## config.mk

```make
export PLATFORM = sky130hd
export DESIGN_NAME = tlv_stream_deframer_core
export DESIGN_NICKNAME = d
export VERILOG_FILES = /design/src/rtl/core/tsd_pkg.sv /design/src/rtl/core/tlv_stream_deframer_core.sv /design/src/rtl/core/tsd_csr.sv /design/src/rtl/core/tsd_parse.sv
export SDC_FILE = /design/constraint.sdc
export NUM_CORES = 1
export LEC_CHECK = 0
export ABC_CLOCK_PERIOD_IN_PS = 4100
export BUFFER_PORTS_ARGS = -buffer_cell sky130_fd_sc_hd__buf_2
export CAP_MARGIN = 20
export CORE_UTILIZATION = 53
export DETAILED_ROUTE_END_ITERATION = 8
export PLACE_DENSITY = 0.77
export SETUP_SLACK_MARGIN = 0.4
export SLEW_MARGIN = 20
export SYNTH_ARGS = -nofsm -noshare
export SYNTH_HDL_FRONTEND = slang
export SYNTH_HIERARCHICAL = 1
export SYNTH_SLANG_ARGS = --single-unit
```

## constraint.sdc

```tcl
create_clock -name clock -period 4.1 [get_ports clock]
set_input_delay 0.41 -clock clock [delete_from_list [all_inputs] [get_ports clock]]
set_output_delay 0.41 -clock clock [all_outputs]
set_load 0.02 [all_outputs]
```

## src/rtl/core/tsd_pkg.sv

```systemverilog
package tsd_pkg;

   localparam int unsigned BYTE_W    = 8;
   localparam int unsigned LEN_W     = 24;
   localparam int unsigned CSR_IDX_W = 2;

   // Number of big-endian length bytes in an item header.
   localparam logic [1:0] LEN_BYTES = 2'd3;
   // Declared length that an integer item must carry.
   localparam logic [LEN_W-1:0] INT_LEN = 24'd8;

   localparam logic [CSR_IDX_W-1:0] CSR_NULL_CODE    = 2'd0;
   localparam logic [CSR_IDX_W-1:0] CSR_FALSE_CODE   = 2'd1;
   localparam logic [CSR_IDX_W-1:0] CSR_TRUE_CODE    = 2'd2;
   localparam logic [CSR_IDX_W-1:0] CSR_INTEGER_CODE = 2'd3;

   localparam logic [BYTE_W-1:0] NULL_CODE_RST    = 8'd0;
   localparam logic [BYTE_W-1:0] FALSE_CODE_RST   = 8'd1;
   localparam logic [BYTE_W-1:0] TRUE_CODE_RST    = 8'd2;
   localparam logic [BYTE_W-1:0] INTEGER_CODE_RST = 8'd3;

   typedef enum logic [1:0] {
      PH_TYPE  = 2'd0,
      PH_LEN   = 2'd1,
      PH_VALUE = 2'd2
   } phase_type;

   typedef enum logic [1:0] {
      ROLE_TYPE    = 2'd0,
      ROLE_LEN     = 2'd1,
      ROLE_VALUE   = 2'd2,
      ROLE_DISCARD = 2'd3
   } role_type;

   typedef enum logic [2:0] {
      ST_RUN  = 3'd0,
      ST_OK   = 3'd1,
      ST_END  = 3'd2,
      ST_MORE = 3'd3,
      ST_BAD  = 3'd4
   } status_type;

   typedef struct packed {
      logic [BYTE_W-1:0] null_code;
      logic [BYTE_W-1:0] false_code;
      logic [BYTE_W-1:0] true_code;
      logic [BYTE_W-1:0] integer_code;
   } codes_type;

   typedef struct packed {
      logic [BYTE_W-1:0] data_byte;
      role_type          byte_role;
      logic [BYTE_W-1:0] item_type;
      logic [LEN_W-1:0]  item_length;
      logic              item_done;
      status_type        status;
   } result_type;

endpackage

```

## src/rtl/core/tlv_stream_deframer_core.sv

```systemverilog
// Type-length-value stream deframer.
// A buffer enters on the req_ channel one byte per request, with
// req_end_of_buffer set on its final byte. For every request the rsp_ channel
// delivers exactly one response that tags the byte as type, length, value or
// discarded byte, shows the current item's type and length, flags a completed
// item and reports the status of the buffer.
// The csr_ channel writes the null, false, true and integer type codes; it is
// always ready and should be written only while no request is in flight.
// A request passes through one input register, the parse logic and one
// response register. Throughput is one byte per clock while rsp_ready
// holds, set by the single parse step between the two registers.
// When the receiver stalls, the response register holds and the input
// register still takes one more request; after that req_ready drops until
// the response is taken, so no request is lost.
// Reset empties both registers, returns the parser to expect a type byte
// and restores the default type codes. The parser state also returns to
// that point after the final byte of each buffer.
module tlv_stream_deframer_core
   import tsd_pkg::*;
(
   input  logic                 clock,
   input  logic                 reset,
   input  logic                 req_valid,
   output logic                 req_ready,
   input  logic [BYTE_W-1:0]    req_in_byte,
   input  logic                 req_end_of_buffer,
   output logic                 rsp_valid,
   input  logic                 rsp_ready,
   output logic [BYTE_W-1:0]    rsp_data_byte,
   output logic [1:0]           rsp_byte_role,
   output logic [BYTE_W-1:0]    rsp_item_type,
   output logic [LEN_W-1:0]     rsp_item_length,
   output logic                 rsp_item_done,
   output logic [2:0]           rsp_status,
   input  logic                 csr_valid,
   output logic                 csr_ready,
   input  logic [CSR_IDX_W-1:0] csr_index,
   input  logic [BYTE_W-1:0]    csr_data
);

   codes_type         codes;
   result_type        result;

   logic              in_valid_ff, in_valid_in;
   logic [BYTE_W-1:0] in_byte_ff;
   logic              in_last_ff;
   logic              rsp_valid_ff, rsp_valid_in;
   result_type        rsp_ff;
   logic              step_en;
   logic              req_take;

   tsd_csr u_csr (
      .clock     (clock),
      .reset     (reset),
      .csr_valid (csr_valid),
      .csr_ready (csr_ready),
      .csr_index (csr_index),
      .csr_data  (csr_data),
      .codes     (codes)
   );

   tsd_parse u_parse (
      .clock   (clock),
      .reset   (reset),
      .codes   (codes),
      .step_en (step_en),
      .in_byte (in_byte_ff),
      .last    (in_last_ff),
      .result  (result)
   );

   // A byte moves into the response register whenever that register is free
   // or being emptied in the same cycle.
   assign step_en   = in_valid_ff && (!rsp_valid_ff || rsp_ready);
   assign req_ready = !in_valid_ff || step_en;
   assign req_take  = req_valid && req_ready;

   always_comb begin
      in_valid_in = in_valid_ff;
      if (req_take) begin
         in_valid_in = 1'b1;
      end else if (step_en) begin
         in_valid_in = 1'b0;
      end

      rsp_valid_in = rsp_valid_ff;
      if (step_en) begin
         rsp_valid_in = 1'b1;
      end else if (rsp_ready) begin
         rsp_valid_in = 1'b0;
      end
   end

   always_ff @(posedge clock) begin
      if (reset) begin
         in_valid_ff  <= 1'b0;
         rsp_valid_ff <= 1'b0;
      end else begin
         in_valid_ff  <= in_valid_in;
         rsp_valid_ff <= rsp_valid_in;
      end
   end

   always_ff @(posedge clock) begin
      if (req_take) begin
         in_byte_ff <= req_in_byte;
         in_last_ff <= req_end_of_buffer;
      end
      if (step_en) begin
         rsp_ff <= result;
      end
   end

   assign rsp_valid       = rsp_valid_ff;
   assign rsp_data_byte   = rsp_ff.data_byte;
   assign rsp_byte_role   = rsp_ff.byte_role;
   assign rsp_item_type   = rsp_ff.item_type;
   assign rsp_item_length = rsp_ff.item_length;
   assign rsp_item_done   = rsp_ff.item_done;
   assign rsp_status      = rsp_ff.status;

endmodule

```

## src/rtl/core/tsd_csr.sv

```systemverilog
module tsd_csr
   import tsd_pkg::*;
(
   input  logic                 clock,
   input  logic                 reset,
   input  logic                 csr_valid,
   output logic                 csr_ready,
   input  logic [CSR_IDX_W-1:0] csr_index,
   input  logic [BYTE_W-1:0]    csr_data,
   output codes_type            codes
);

   codes_type codes_ff;
   codes_type codes_in;

   assign csr_ready = 1'b1;
   assign codes     = codes_ff;

   always_comb begin
      codes_in = codes_ff;
      if (csr_valid) begin
         case (csr_index)
            CSR_NULL_CODE:    codes_in.null_code    = csr_data;
            CSR_FALSE_CODE:   codes_in.false_code   = csr_data;
            CSR_TRUE_CODE:    codes_in.true_code    = csr_data;
            CSR_INTEGER_CODE: codes_in.integer_code = csr_data;
            default:          codes_in = codes_ff;
         endcase
      end
   end

   always_ff @(posedge clock) begin
      if (reset) begin
         codes_ff.null_code    <= NULL_CODE_RST;
         codes_ff.false_code   <= FALSE_CODE_RST;
         codes_ff.true_code    <= TRUE_CODE_RST;
         codes_ff.integer_code <= INTEGER_CODE_RST;
      end else begin
         codes_ff <= codes_in;
      end
   end

endmodule

```

## src/rtl/core/tsd_parse.sv

```systemverilog
module tsd_parse
   import tsd_pkg::*;
(
   input  logic              clock,
   input  logic              reset,
   input  codes_type         codes,
   input  logic              step_en,
   input  logic [BYTE_W-1:0] in_byte,
   input  logic              last,
   output result_type        result
);

   phase_type         phase_ff, phase_in;
   logic [1:0]        header_count_ff, header_count_in;
   logic [BYTE_W-1:0] type_hold_ff, type_hold_in;
   logic [LEN_W-1:0]  length_hold_ff, length_hold_in;
   logic [LEN_W-1:0]  bytes_left_ff, bytes_left_in;
   logic              error_ff, error_in;

   logic [LEN_W-1:0]  len_shift;
   logic              breach;
   logic              done;
   logic              bad;
   role_type          role;

   assign len_shift = {length_hold_ff[LEN_W-BYTE_W-1:0], in_byte};

   // The type of the current item must agree with every rule whose code it matches.
   always_comb begin
      breach = 1'b0;
      if ((type_hold_ff == codes.null_code) && (len_shift != '0)) breach = 1'b1;
      if ((type_hold_ff == codes.false_code) && (len_shift != '0)) breach = 1'b1;
      if ((type_hold_ff == codes.true_code) && (len_shift != '0)) breach = 1'b1;
      if ((type_hold_ff == codes.integer_code) && (len_shift != INT_LEN)) breach = 1'b1;
   end

   always_comb begin
      phase_in        = phase_ff;
      header_count_in = header_count_ff;
      type_hold_in    = type_hold_ff;
      length_hold_in  = length_hold_ff;
      bytes_left_in   = bytes_left_ff;
      error_in        = error_ff;
      done            = 1'b0;
      bad             = 1'b0;
      role            = ROLE_TYPE;

      if (error_ff) begin
         role = ROLE_DISCARD;
         bad  = 1'b1;
      end else begin
         case (phase_ff)
            PH_LEN: begin
               role            = ROLE_LEN;
               length_hold_in  = len_shift;
               header_count_in = header_count_ff + 2'd1;
               if (header_count_in >= LEN_BYTES) begin
                  if (breach) begin
                     error_in = 1'b1;
                     bad      = 1'b1;
                  end else if (length_hold_in == '0) begin
                     done     = 1'b1;
                     phase_in = PH_TYPE;
                  end else begin
                     bytes_left_in = length_hold_in;
                     phase_in      = PH_VALUE;
                  end
               end
            end
            PH_VALUE: begin
               role          = ROLE_VALUE;
               bytes_left_in = bytes_left_ff - LEN_W'(1);
               if (bytes_left_in == '0) begin
                  done     = 1'b1;
                  phase_in = PH_TYPE;
               end
            end
            default: begin
               role            = ROLE_TYPE;
               type_hold_in    = in_byte;
               length_hold_in  = '0;
               header_count_in = 2'd0;
               bytes_left_in   = '0;
               phase_in        = PH_LEN;
            end
         endcase
      end

      result.data_byte   = in_byte;
      result.byte_role   = role;
      result.item_type   = type_hold_in;
      result.item_length = length_hold_in;
      result.item_done   = done;
      if (bad) begin
         result.status = ST_BAD;
      end else if (done) begin
         result.status = last ? ST_END : ST_OK;
      end else if (last) begin
         result.status = ST_MORE;
      end else begin
         result.status = ST_RUN;
      end
   end

   always_ff @(posedge clock) begin
      if (reset || (step_en && last)) begin
         phase_ff        <= PH_TYPE;
         header_count_ff <= 2'd0;
         type_hold_ff    <= '0;
         length_hold_ff  <= '0;
         bytes_left_ff   <= '0;
         error_ff        <= 1'b0;
      end else if (step_en) begin
         phase_ff        <= phase_in;
         header_count_ff <= header_count_in;
         type_hold_ff    <= type_hold_in;
         length_hold_ff  <= length_hold_in;
         bytes_left_ff   <= bytes_left_in;
         error_ff        <= error_in;
      end
   end

endmodule
```

Word level (Yosys, flattened, before mapping)
Cells that the tools add are included.
- word-level logic and storage cells: 101
- bits in registers: 150
- output and inout port bits: 49
- eq/ne operators: 14
- reduce and logical (&&, ||, !) cells: 26
- add/sub/neg operators: 2
- mux-type cells: 36
- magnitude comparators: 1
- bitwise logic cells: 2
- operator list (cell ; count):
    $mux W24 ; 4
    $pmux W24 S2 ; 2
    $logic_not A24 Y1 ; 2
    $eq A8 B8 Y1 ; 4
    $ne A24 B4 Y1 const B ; 1
    $reduce_bool A24 Y1 ; 1
    $sub A24 B1 Y24 const B ; 1
    $mux W1 ; 17
    $mux W8 ; 2
    $mux W2 ; 6
    $pmux W2 S2 ; 3
    $reduce_and A5 Y1 ; 2
    $reduce_and A2 Y1 ; 4
    $logic_and A1 B1 Y1 ; 7
    $eq A2 B2 Y1 const B ; 3
    $eq A2 B1 Y1 const B ; 2
    $ne A2 B1 Y1 const B ; 2
    $ne A2 B2 Y1 const B ; 2
    $reduce_bool A2 Y1 ; 2
    $logic_or A1 B1 Y1 ; 3
    $mux W3 ; 1
    $reduce_and A3 Y1 ; 1
    $add A2 B1 Y2 const B ; 1
    $ge A2 B2 Y1 const B ; 1
    other kinds (5) ; 7

Longest topological paths before layout
Gate-level depths: netlist of the first run.
- depth after elaboration: 11
- mapped depth: 11

By module
Netlist of the first run, hierarchy kept.
- modules (own cells, without submodules) (module ; sequential area each (µm²) ; instances ; area each (µm²) ; cells an instance):
    tsd_parse ; 1221.2 ; 1 ; 4672.0 ; 608
    tlv_stream_deframer_core ; 1691.6 ; 1 ; 1755.4 ; 65
    tsd_csr ; 640.6 ; 1 ; 1295.0 ; 121

Worst setup path after synthesis of the first run
Ideal clock, no wire load.
- path kind: reg-to-reg
- start: register u_parse.bytes_left_ff[0]
- end: register rsp_ff, in the netlist rsp_status[0] (data pin)
- clock period less this slack: 3.157 ns
- library setup time: 0.260 ns
- data arrival time: 2.897 ns
- buffers on the path: 2
- slack: 0.943 ns
- stages on the path, launching flop included: 12
- path through: dfxtp_1 -> clkbuf_1 -> inv_1 -> ha_1 -> buf_2 -> nor3b_2 -> nand4_2 -> or4b_2 -> o21ai_0 -> o211ai_1 -> o32ai_1 -> mux2_2
- word-level cells in the longest chain between the ends: 6
- ends and longest elaborated chain (what ; RTL line ; text):
    start: declaration ; tsd_parse.sv:17 ; logic [LEN_W-1:0] bytes_left_ff, bytes_left_in;
    start signal: assignment ; tsd_parse.sv:118 ; bytes_left_ff <= bytes_left_in;
    $sub A24 B1 Y24 ; tsd_parse.sv:72 ; bytes_left_in = bytes_left_ff - LEN_W'(1);
    $logic_not A24 Y1 ; tsd_parse.sv:73 ; if (bytes_left_in == '0) begin
    $mux W1 ; tsd_parse.sv:73 ;
    $pmux W1 S2 ; tsd_parse.sv:52 ; case (phase_ff)
    $mux W1 ; tsd_parse.sv:48 ; if (error_ff) begin
    $mux W3 ; tsd_parse.sv:96 ; end else if (done) begin
    end signal: assignment ; tlv_stream_deframer_core.sv:110 ; rsp_ff <= result;
    end: declaration ; tlv_stream_deframer_core.sv:48 ; result_type rsp_ff;
No other way between the ends.
A chain may end at the register's enable or synchronous reset.

Final worst setup path of the first run
- start: register u_parse.bytes_left_ff[1]
- end: register rsp_ff, in the netlist rsp_status[0] (data pin)
Same word-level chain as after synthesis.

==> flow_summary.yaml, run 1 <==
yosys:
  syn_avg_cell_area_um2: 9.73
  netlist_top_cells_count: "dfxtp_1 (95), nor2_1 (81), edfxtp_1 (55)"
  synth_seq_area_share: 0.460
  synth_top_area_frac: 0.246
  synth_nets: 823
  post-synth-top-count-cell: "dfxtp_1"
  ys_seq_elements: 150
  synth.area.top_cells: "dfxtp_1 (25%), edfxtp_1 (21%), mux2i_1 (5.4%), xor2_1 (4.7%), nor2_1 (3.9%)"
  synth-warning-count: 6
  synth.largest_area_cell: "dfxtp_1"
  synth_cell_type_count: 68
  netlist_area_mm2: 0.00772
  synth-edff-count: 55
  synth_flop_cell: "dfxtp_1"
  synth_async_sr_flop_share: 0
  syn_inst: 794
detailed_routing:
  drc_errors: 0
  viasPerCell: 6.16
  routed_wl_mm: 18.7
  ant_nets: 0
  dr.pass1.iters: 6
  vias: 6179
  first_iter_violations: 511
  wl_per_cell_um: 18.6
placed_design:
  dp_hpwl_mm: 12.5
  port_buffers: 71
  place.gp.congestion: 0.962
power_and_ir_drop:
  worst_ir_drop_vdd_mv: 0.328
  power_mw: 3.47
  p_int_mw: 2.65
  comb_power_share: 0.085
  p_switching_mw: 0.815
  p_clk_frac: 0.446
  p_seq_frac: 0.469
  p_per_area_mw_per_mm2: 403
  p_sw_frac: 0.235
  power_leakage_nw: 3.37
timing:
  tightest_slew_ps: 1060
  fin_skew_ps: 9.88
  tns_ps: 0
  timing.fmax_mhz: 304
  final_max_slew_viol_count: 0
  setup_violations: 0
  relSlewSlack: 0.289
  min_period_over_period: 0.803
  rsz0062_at_grt: "no"
  hold_viol: 0
  post-route-min-period_ps: 3290
worst_setup_path:
  cp-start-kind: "register"
  cp.arrival_ps: 3470
  cp_slowest_stage_delay_ps: 560
  critPathCaptureType: "register"
  path_cells: "inv_1 > ha_1 > nor3b_4 > nand4_2 > nor4_1 > nor3b_1 > or4_1 > o32ai_1 > mux2_2"
  cp_slowest_cell: "or4_1"
  worst-endpoint-required_ps: 4280
  cp_max_fo: 9
  crit_type: "register to register"
final_layout:
  drive_above_1_share: 0.181
  final_nets: 839
  area_delta_synth_final_pct: 11.5
  antenna_cells: 0
  utilization: 0.613
clocking:
  cts_tree: "yes"
  cts.clk_slew.worst_paths_ps: 60
  numCtsBuffers: 17
  worstSkewPairLatency_ps: 430
  cts_buffer_depth: 2
  clock_sinks: 150
  cts_max_level: 4
  ctsHoldBuffers: 0
  clockRootBuffer: "clkbuf_16"
grt:
  grt_pass1_vias: 5771
  antenna_found_initial: 0
  grt_overflow_total: 0
  grt_max_degree: 68
  grt_usage: 0.264
  grt_pass1_wl_mm: 29.9
floorplanning:
  die_w_um: 123
  die-area_mm2: 0.0151
  io_pins: 73
  die_y_um: 123
  num_rows: 43
  core-area_mm2: 0.0140
  initial_utilization: 0.550
job:
  cap_violations: 0
outcome:
  status: "completed"
min_path:
  hp-class: "input pin to register"
## what timing repair did
action	in CTS	in global routing
endpoints found under the hold margin	0	0
endpoints found under the setup margin	0	3
setup buffers	0	2
gates resized for setup	0	1
## power by group through the flow
stage / Combinational, mW / Sequential [mW] / Clock [mW]
floorplan: 0.198 / 1.67 / 0
global placement: 0.282 / 1.65 / 0
detailed placement: 0.289 / 1.66 / 0
CTS: 0.291 / 1.63 / 1.57
global route: 0.320 / 1.63 / 1.64
finish: 0.296 / 1.63 / 1.55
## metrics by stage
stage          hold WS [ps]  cell area [um^2]  setup slack, ps  cells
2_1_floorplan           453              7720              943    794
3_3_place_gp            461              7980              673    969
3_5_place_dp            478              7980              576    969
4_1_cts                 138              8580              520   1001
5_1_grt                 138              8610              502   1003
6_report                158              8610              809   1003
## worst paths after layout
path,start,end,slack (ps),cells past startpoint
max,u_parse/bytes_left_ff[1],rsp_status[0],810,9
min,req_in_byte[0],in_byte_ff[0],160,1
max reg2reg,u_parse/bytes_left_ff[1],rsp_status[0],810,9
min reg2reg,u_csr/codes[31],u_csr/codes[31],490,2
## kinds of logic (layout without fill, tap and decap cells)
group,Yosys count,in the layout,synth area share
flops,150,150,0.460
other cells,1,1,0.000486
fa+ha+maj,5,5,0.00810
compound gates,177,177,0.151
buf+inv,99,128,0.0585
simple gates,261,261,0.198
mux,51,51,0.0676
xor+xnor,50,50,0.0567
## flip-flops by register name (all words and copies together), names as in the netlist, 2 cells and up
signal	cells
rsp_item_type	8
u_parse/header_count_ff	2
u_parse/length_hold_ff	24
in_byte_ff	8
u_parse/type_hold_ff	8
u_parse/bytes_left_ff	24
rsp_data_byte	8
u_parse/phase_ff	2
rsp_status	3
rsp_item_length	24
u_csr/codes	32
rsp_byte_role	2
## layout by cell type (no fill, tap or decap), types with 30 or more instances in the layout
master and instances:
a21oi_1 54, buf_2 71, dfxtp_1 95, edfxtp_1 55
mux2i_1 42, nand2_1 30, nand2b_1 40, nor2_1 81
o21ai_0 50, xor2_1 41
## critical path: cells and delay by family, from the launching register on
kind | cells | cell delay (ps)
and+or+nand+nor | 5 | 1710
buffers and inverters | 1 | 110
muxes | 1 | 370
adders and majority gates | 1 | 320
DFF | 1 | 390
AOI/OAI and AO/OA | 1 | 160
## area by class of cell
class	instances	area (um^2)
Fill cell	1189	5430
Clock inverter	6	65.1
Tap cell	180	225
Sequential cell	150	3550
Timing Repair Buffer	84	453
Multi-Input combinational cell	545	3740
Clock buffer	26	533
Inverter	12	45.0
## routing by layer
metal	share of wire	track usage
met4	0.029	0.0998
met1	0.42	0.342
met5	0	0
met3	0.067	0.0697
met2	0.48	0.420
Note: power is estimated with default switching activity, not from simulation.
==> run 2, diff against run 1 <==
--- a/config.mk
+++ b/config.mk
@@ -5,12 +5,13 @@
 export SDC_FILE = /design/constraint.sdc
 export NUM_CORES = 1
 export LEC_CHECK = 0
-export ABC_CLOCK_PERIOD_IN_PS = 4100
+export ABC_AREA = 1
+export ABC_CLOCK_PERIOD_IN_PS = 2600
 export BUFFER_PORTS_ARGS = -buffer_cell sky130_fd_sc_hd__buf_2
 export CAP_MARGIN = 20
 export CORE_UTILIZATION = 53
 export DETAILED_ROUTE_END_ITERATION = 8
-export PLACE_DENSITY = 0.77
+export PLACE_DENSITY = 0.8
 export SETUP_SLACK_MARGIN = 0.4
 export SLEW_MARGIN = 20
 export SYNTH_ARGS = -nofsm -noshare
==> constraint.sdc (replaced) <==
create_clock -name clock -period 2.6 [get_ports clock]
set_input_delay 0.26 -clock clock [delete_from_list [all_inputs] [get_ports clock]]
set_output_delay 0.26 -clock clock [all_outputs]
set_load 0.02 [all_outputs]
==> flow_summary.yaml, run 2 <==
outcome:
  status: "completed"
clocking:
  cts_tree: "yes"
  cts_buffer_depth: 2
  clockRootBuffer: "clkbuf_16"
  cts.clk_slew.worst_paths_ps: 60
  cts_max_level: 4
  numCtsBuffers: 17
  clock_sinks: 150
  worstSkewPairLatency_ps: 420
placed_design:
  port_buffers: 71
  pre_cts_ws_ps: 346
  dp_hpwl_mm: 13.5
  place.gp.congestion: 0.943
power_and_ir_drop:
  p_per_area_mw_per_mm2: 638
  p_switching_mw: 1.49
  p_clk_frac: 0.413
  p_int_mw: 4.16
  comb_power_share: 0.129
  p_seq_frac: 0.459
  p_sw_frac: 0.263
  power_mw: 5.65
  worst_ir_drop_vdd_mv: 0.464
  power_leakage_nw: 3.67
detailed_routing:
  viasPerCell: 5.51
  first_iter_violations: 738
  routed_wl_mm: 20.0
  drc_errors: 0
  vias: 7055
  wl_per_cell_um: 15.6
  dr.pass1.iters: 6
  ant_nets: 0
yosys:
  ys_seq_elements: 150
  synth_async_sr_flop_share: 0
  synth_top_area_frac: 0.244
  syn_avg_cell_area_um2: 7.51
  synth_flop_cell: "dfxtp_1"
  post-synth-top-count-cell: "nand2_1"
  syn_inst: 1037
  netlist_area_mm2: 0.00778
  synth_seq_area_share: 0.457
  synth.largest_area_cell: "dfxtp_1"
  synth_nets: 1066
  synth_cell_type_count: 38
  synth-edff-count: 55
  synth.area.top_cells: "dfxtp_1 (24%), edfxtp_1 (21%), nand2_1 (13%), nor2_1 (5.9%), inv_1 (5.7%)"
  netlist_top_cells_count: "nand2_1 (264), nor2_1 (122), inv_1 (119)"
  synth-warning-count: 6
worst_setup_path:
  rr_worst_depth: 9
  path_cells: "inv_1 > nor4_1 > nand4_1 > nand2_1 > nand2_2 > a21oi_4 > buf_12 > nand3_1 > a21oi_1"
  crit_type: "register to register"
  path_depth: 9
  path_buf_inv: 2
  cp_max_fo: 25
  cp-start-kind: "register"
  worst-endpoint-required_ps: 2950
  r2r_slack_ps: 430
  cp.arrival_ps: 2510
  worstSetupStartpoint: "in_byte_ff[3]"
  cp_slowest_cell: "edfxtp_1"
  timing.rr.end: "u_parse/bytes_left_ff[3]"
  critPathCaptureType: "register"
  path_delay_family: "simple AND/OR/NAND/NOR gates"
  r2r-start: "in_byte_ff[3]"
  cp_slowest_stage_delay_ps: 430
  cp-endpoint: "u_parse/bytes_left_ff[3]"
timing:
  rsz0062_at_grt: "no"
  relSlewSlack: 0.572
  final_max_slew_viol_count: 0
  hold_viol: 0
  tns_ps: 0
  tightest_slew_ps: 641
  setup_violations: 0
  min_period_over_period: 0.833
  setup_slack_ps: 434
  timing.fmax_mhz: 462
  post-route-min-period_ps: 2170
  fin_skew_ps: 9.06
floorplanning:
  die-area_mm2: 0.0152
  initial_utilization: 0.552
  io_pins: 73
  core-area_mm2: 0.0141
  die_w_um: 123
  die_y_um: 123
  num_rows: 43
final_layout:
  drive_above_1_share: 0.155
  area_delta_synth_final_pct: 13.7
  mostFrequentLayoutCells: "nand2_1 (260), inv_1 (117), nor2_1 (113)"
  largest_reg_flops: 32
  final_common_cell: "nand2_1"
  final_nets: 1116
  antenna_cells: 0
grt:
  grt_overflow_total: 0
  grt_pass1_vias: 6312
  top_usage_layer: "met2"
  antenna_found_initial: 0
  grt_pass1_wl_mm: 31.6
  grt_max_degree: 33
  use_met1: 0.353
  grt_use_met2: 0.447
  grtUsageMet3: 0.0512
  grt_usage: 0.272
min_path:
  hp-class: "input pin to register"
job:
  cap_violations: 0
==> run 2: changes by cell type after synthesis, sizes merged, moves of 20 or more <==
| cell | delta |
|---|---|
| nand3 | +46 |
| xor2 | -27 |
| clkbuf | -21 |
| nand2 | +240 |
| inv | +114 |
| mux2i | -42 |
| nor2 | +49 |
| nand2b | -40 |
| o22ai | +22 |
| a21oi | +20 |
==> run 2: timing repair <==
| action | in CTS | in global routing |
|---|---|---|
| endpoints found under the setup margin | 1 | 27 |
| resized for setup | 4 | 38 |
| buffers inserted | 1 | 3 |
| pin swaps | 2 | 11 |
| hold buffers | 3 | 1 |
| cloned | 1 | 1 |
| endpoints found under the hold margin | 3 | 1 |
==> run 2: routing by layer <==
metal / routed length [um] / part of all wire / vias up
met5: 0 / 0 / -
met4: 544 / 0.027 / 0
met3: 1380 / 0.069 / 38
met2: 9540 / 0.48 / 318
met1: 8530 / 0.43 / 3266
li1: - / - / 3433
==> run 2: worst min path at each step <==
stage,startpoint,end,slack (ps),depth (start not counted)
5_1_grt,req_end_of_buffer,in_last_ff,6,1
3_3_place_gp,in_byte_ff[5],rsp_data_byte[5],440,0
2_1_floorplan,reset,rsp_valid,320,1
3_5_place_dp,req_in_byte[0],in_byte_ff[0],440,1
4_1_cts,req_in_byte[3],in_byte_ff[3],1,1
6_report,req_end_of_buffer,in_last_ff,20,1
==> run 2: final cells by class <==
cell class,count,area [um^2]
flip-flops and latches,150,3570
clock buffers,23,448
repair buffers,93,556
clock inverters,9,104
multi-input cells,699,3480
fillers,1207,5250
well taps,180,225
inverters,126,473
==> run 2: power by group through the flow <==
stage	combinational, mW	clock [mW]	sequential [mW]
floorplan	0.494	0	2.66
global placement	0.681	0	2.64
detailed placement	0.686	0	2.64
CTS	0.699	2.36	2.59
global route	0.792	2.46	2.60
finish	0.726	2.33	2.59
==> run 2: cells by family after synthesis <==
| group | Yosys count | synth area share |
|---|---|---|
| xor+xnor | 33 | 0.0371 |
| compound gates | 165 | 0.116 |
| fa+ha+maj | 5 | 0.00804 |
| other cells | 1 | 0.000482 |
| flops | 150 | 0.457 |
| buf+inv | 190 | 0.114 |
| simple gates | 493 | 0.268 |
==> run 2: stage by stage <==
step / hold WS, ps / area (um^2) / instances / utilization
2_1_floorplan: 319 / 7800 / 1037 / -
3_3_place_gp: 437 / 8090 / 1238 / 0.574
5_1_grt: 5.54 / 8850 / 1280 / 0.628
6_report: 16.5 / 8850 / 1280 / 0.628
4_1_cts: 1.45 / 8690 / 1275 / 0.617
3_5_place_dp: 438 / 8090 / 1238 / 0.574
==> run 2: worst register-to-register path, delay by kind of cell, from the launching register on <==
kind | cells | cell delay (ps)
AOI/OAI and AO/OA | 2 | 480
buffers and inverters | 2 | 340
DFF | 1 | 430
and+or+nand+nor | 5 | 840
==> run 3, diff against run 2 <==
--- a/config.mk
+++ b/config.mk
@@ -6,12 +6,12 @@
 export NUM_CORES = 1
 export LEC_CHECK = 0
 export ABC_AREA = 1
-export ABC_CLOCK_PERIOD_IN_PS = 2600
+export ABC_CLOCK_PERIOD_IN_PS = 2100
 export BUFFER_PORTS_ARGS = -buffer_cell sky130_fd_sc_hd__buf_2
 export CAP_MARGIN = 20
 export CORE_UTILIZATION = 53
 export DETAILED_ROUTE_END_ITERATION = 8
-export PLACE_DENSITY = 0.8
+export PLACE_DENSITY = 0.77
 export SETUP_SLACK_MARGIN = 0.4
 export SLEW_MARGIN = 20
 export SYNTH_ARGS = -nofsm -noshare
==> constraint.sdc (replaced) <==
create_clock -name clock -period 2.1 [get_ports clock]
set_input_delay 0.21 -clock clock [delete_from_list [all_inputs] [get_ports clock]]
set_output_delay 0.21 -clock clock [all_outputs]
set_load 0.02 [all_outputs]
==> flow_summary.yaml, run 3 (synthesis gave the netlist of run 2 again) <==
worst_setup_path:
  path_buf_inv: 0
  worstSetupStartpoint: "u_parse/bytes_left_ff[10]"
  critPathCaptureType: "register"
  path_delay_family: "simple AND/OR/NAND/NOR gates"
  cp-start-kind: "register"
  r2r-start: "u_parse/bytes_left_ff[10]"
  cp_slowest_stage_delay_ps: 380
  cp_slowest_cell: "dfxtp_1"
  path_cells: "nor2_2 > nand2_1 > nor2_2 > nand2_1 > xor2_1 > nor2_1 > nand2_1 > nor2_2 > nand3_2 > nand2_2 > nand2_2 > nand2_2 > a21oi_2"
  cp.arrival_ps: 2350
  worst-endpoint-required_ps: 2290
  cp_max_fo: 4
  crit_type: "register to register"
grt:
  grt_overflow_total: 0
  antenna_found_initial: 1
  grt_pass1_vias: 6765
  grt_usage: 0.295
  grt_pass1_wl_mm: 33.8
  grt_max_degree: 71
timing:
  setup_violations: 24
  post-route-min-period_ps: 2160
  final_max_slew_viol_count: 0
  timing.fmax_mhz: 463
  setup_slack_ps: -61.1
  holdWs_ps: 39.1
  hold_viol: 0
  min_period_over_period: 1.03
  tns_ps: -599
  tightest_slew_ps: 636
  relSlewSlack: 0.575
  fin_skew_ps: 14.6
  rsz0062_at_grt: "yes"
detailed_routing:
  first_iter_violations: 850
  ant_nets: 0
  dr.pass1.iters: 6
  viasPerCell: 5.56
  routed_wl_mm: 22.1
  vias: 7464
  drc_errors: 0
  wl_per_cell_um: 16.4
power_and_ir_drop:
  comb_power_share: 0.157
  p_per_area_mw_per_mm2: 731
  p_seq_frac: 0.440
  p_sw_frac: 0.297
  p_switching_mw: 2.16
  power_leakage_nw: 4.12
  p_clk_frac: 0.403
  p_int_mw: 5.12
  worst_ir_drop_vdd_mv: 0.616
job:
  cap_violations: 0
final_layout:
  final_nets: 1178
  final_common_cell: "nand2_1"
  mostFrequentLayoutCells: "nand2_1 (229), inv_1 (116), nor2_1 (108)"
  utilization: 0.707
  area_delta_synth_final_pct: 28.0
  largest_reg_flops: 32
  multi_input_area_mm2: 0.00395
  ff_latch_area_mm2: 0.00359
  drive_above_1_share: 0.278
  num-fill-cells: 1045
placed_design:
  place.gp.congestion: 0.902
  port_buffers: 71
  dp_hpwl_mm: 13.9
clocking:
  cts_buffer_depth: 2
  worstSkewPairLatency_ps: 440
  clock_sinks: 150
  cts_max_level: 4
  clockRootBuffer: "clkbuf_16"
  cts_tree: "yes"
  cts.clk_slew.worst_paths_ps: 80
  numCtsBuffers: 17
floorplanning:
  initial_utilization: 0.552
  die_y_um: 123
  io_pins: 73
  die_w_um: 123
  die-area_mm2: 0.0152
  core-area_mm2: 0.0141
  num_rows: 43
outcome:
  failed_checks: "negative setup slack"
  status: "complete, but fails checks"
min_path:
  hold_start: "req_valid"
  hp-class: "input pin to register"
run 3: cell type report:
| cell class | count | area share |
|---|---|---|
| Antenna cell | 1 | 0.000251 |
| Tap cell | 180 | 0.0226 |
| Inverter | 126 | 0.0477 |
| Timing Repair Buffer | 153 | 0.117 |
| Clock buffer | 17 | 0.0427 |
| Sequential cell | 150 | 0.360 |
| Multi-Input combinational cell | 701 | 0.396 |
| Clock inverter | 15 | 0.0134 |
run 3: worst min-delay path: stages:
cell     delay (ps)
buf_2           110
inv_1            70
a21oi_2          50
run 3: power by group through the flow:
| stage | Combinational [mW] | Sequential [mW] | Clock, mW |
|---|---|---|---|
| 2_1_floorplan | 0.616 | 3.29 | 0 |
| 3_3_place_gp | 0.886 | 3.26 | 0 |
| 3_5_place_dp | 0.894 | 3.26 | 0 |
| 4_1_cts | 1.02 | 3.20 | 2.94 |
| 5_1_grt | 1.23 | 3.22 | 3.08 |
| 6_report | 1.15 | 3.21 | 2.93 |
run 3: repair_timing:
action,CTS,global route
hold buffers,10,0
resized for setup,68,101
pin swaps,17,46
hold endpoints to repair,11,0
setup buffers,16,7
setup endpoints to repair,66,71
gates cloned,5,1
run 3: stage by stage:
step	power (mW)	setup slack [ps]	std cells	instance area, um^2
CTS	7.16	61.7	1334	9500
floorplan	3.91	-197	1037	7840
global route	7.53	-166	1342	9960
finish	7.28	-61.1	1343	9960
detailed placement	4.16	-84.0	1271	8390
global placement	4.14	-56.7	1271	8390
run 3: final timing paths:
check	cells after the start	slack, ps	end
setup / recovery	13	-60	rsp_status[0]
hold / removal	3	40	in_valid_ff
setup reg to reg	13	-60	rsp_status[0]
hold reg to reg	2	470	u_parse/length_hold_ff[17]
run 3: per-layer routing:
layer  up-vias  global-route usage  wire, um
met1      3464               0.364      8860
met4         0               0.151       866
met3        80              0.0604      1660
li1       3577                   -         -
met2       343               0.485     10700
met5         -                   0         0
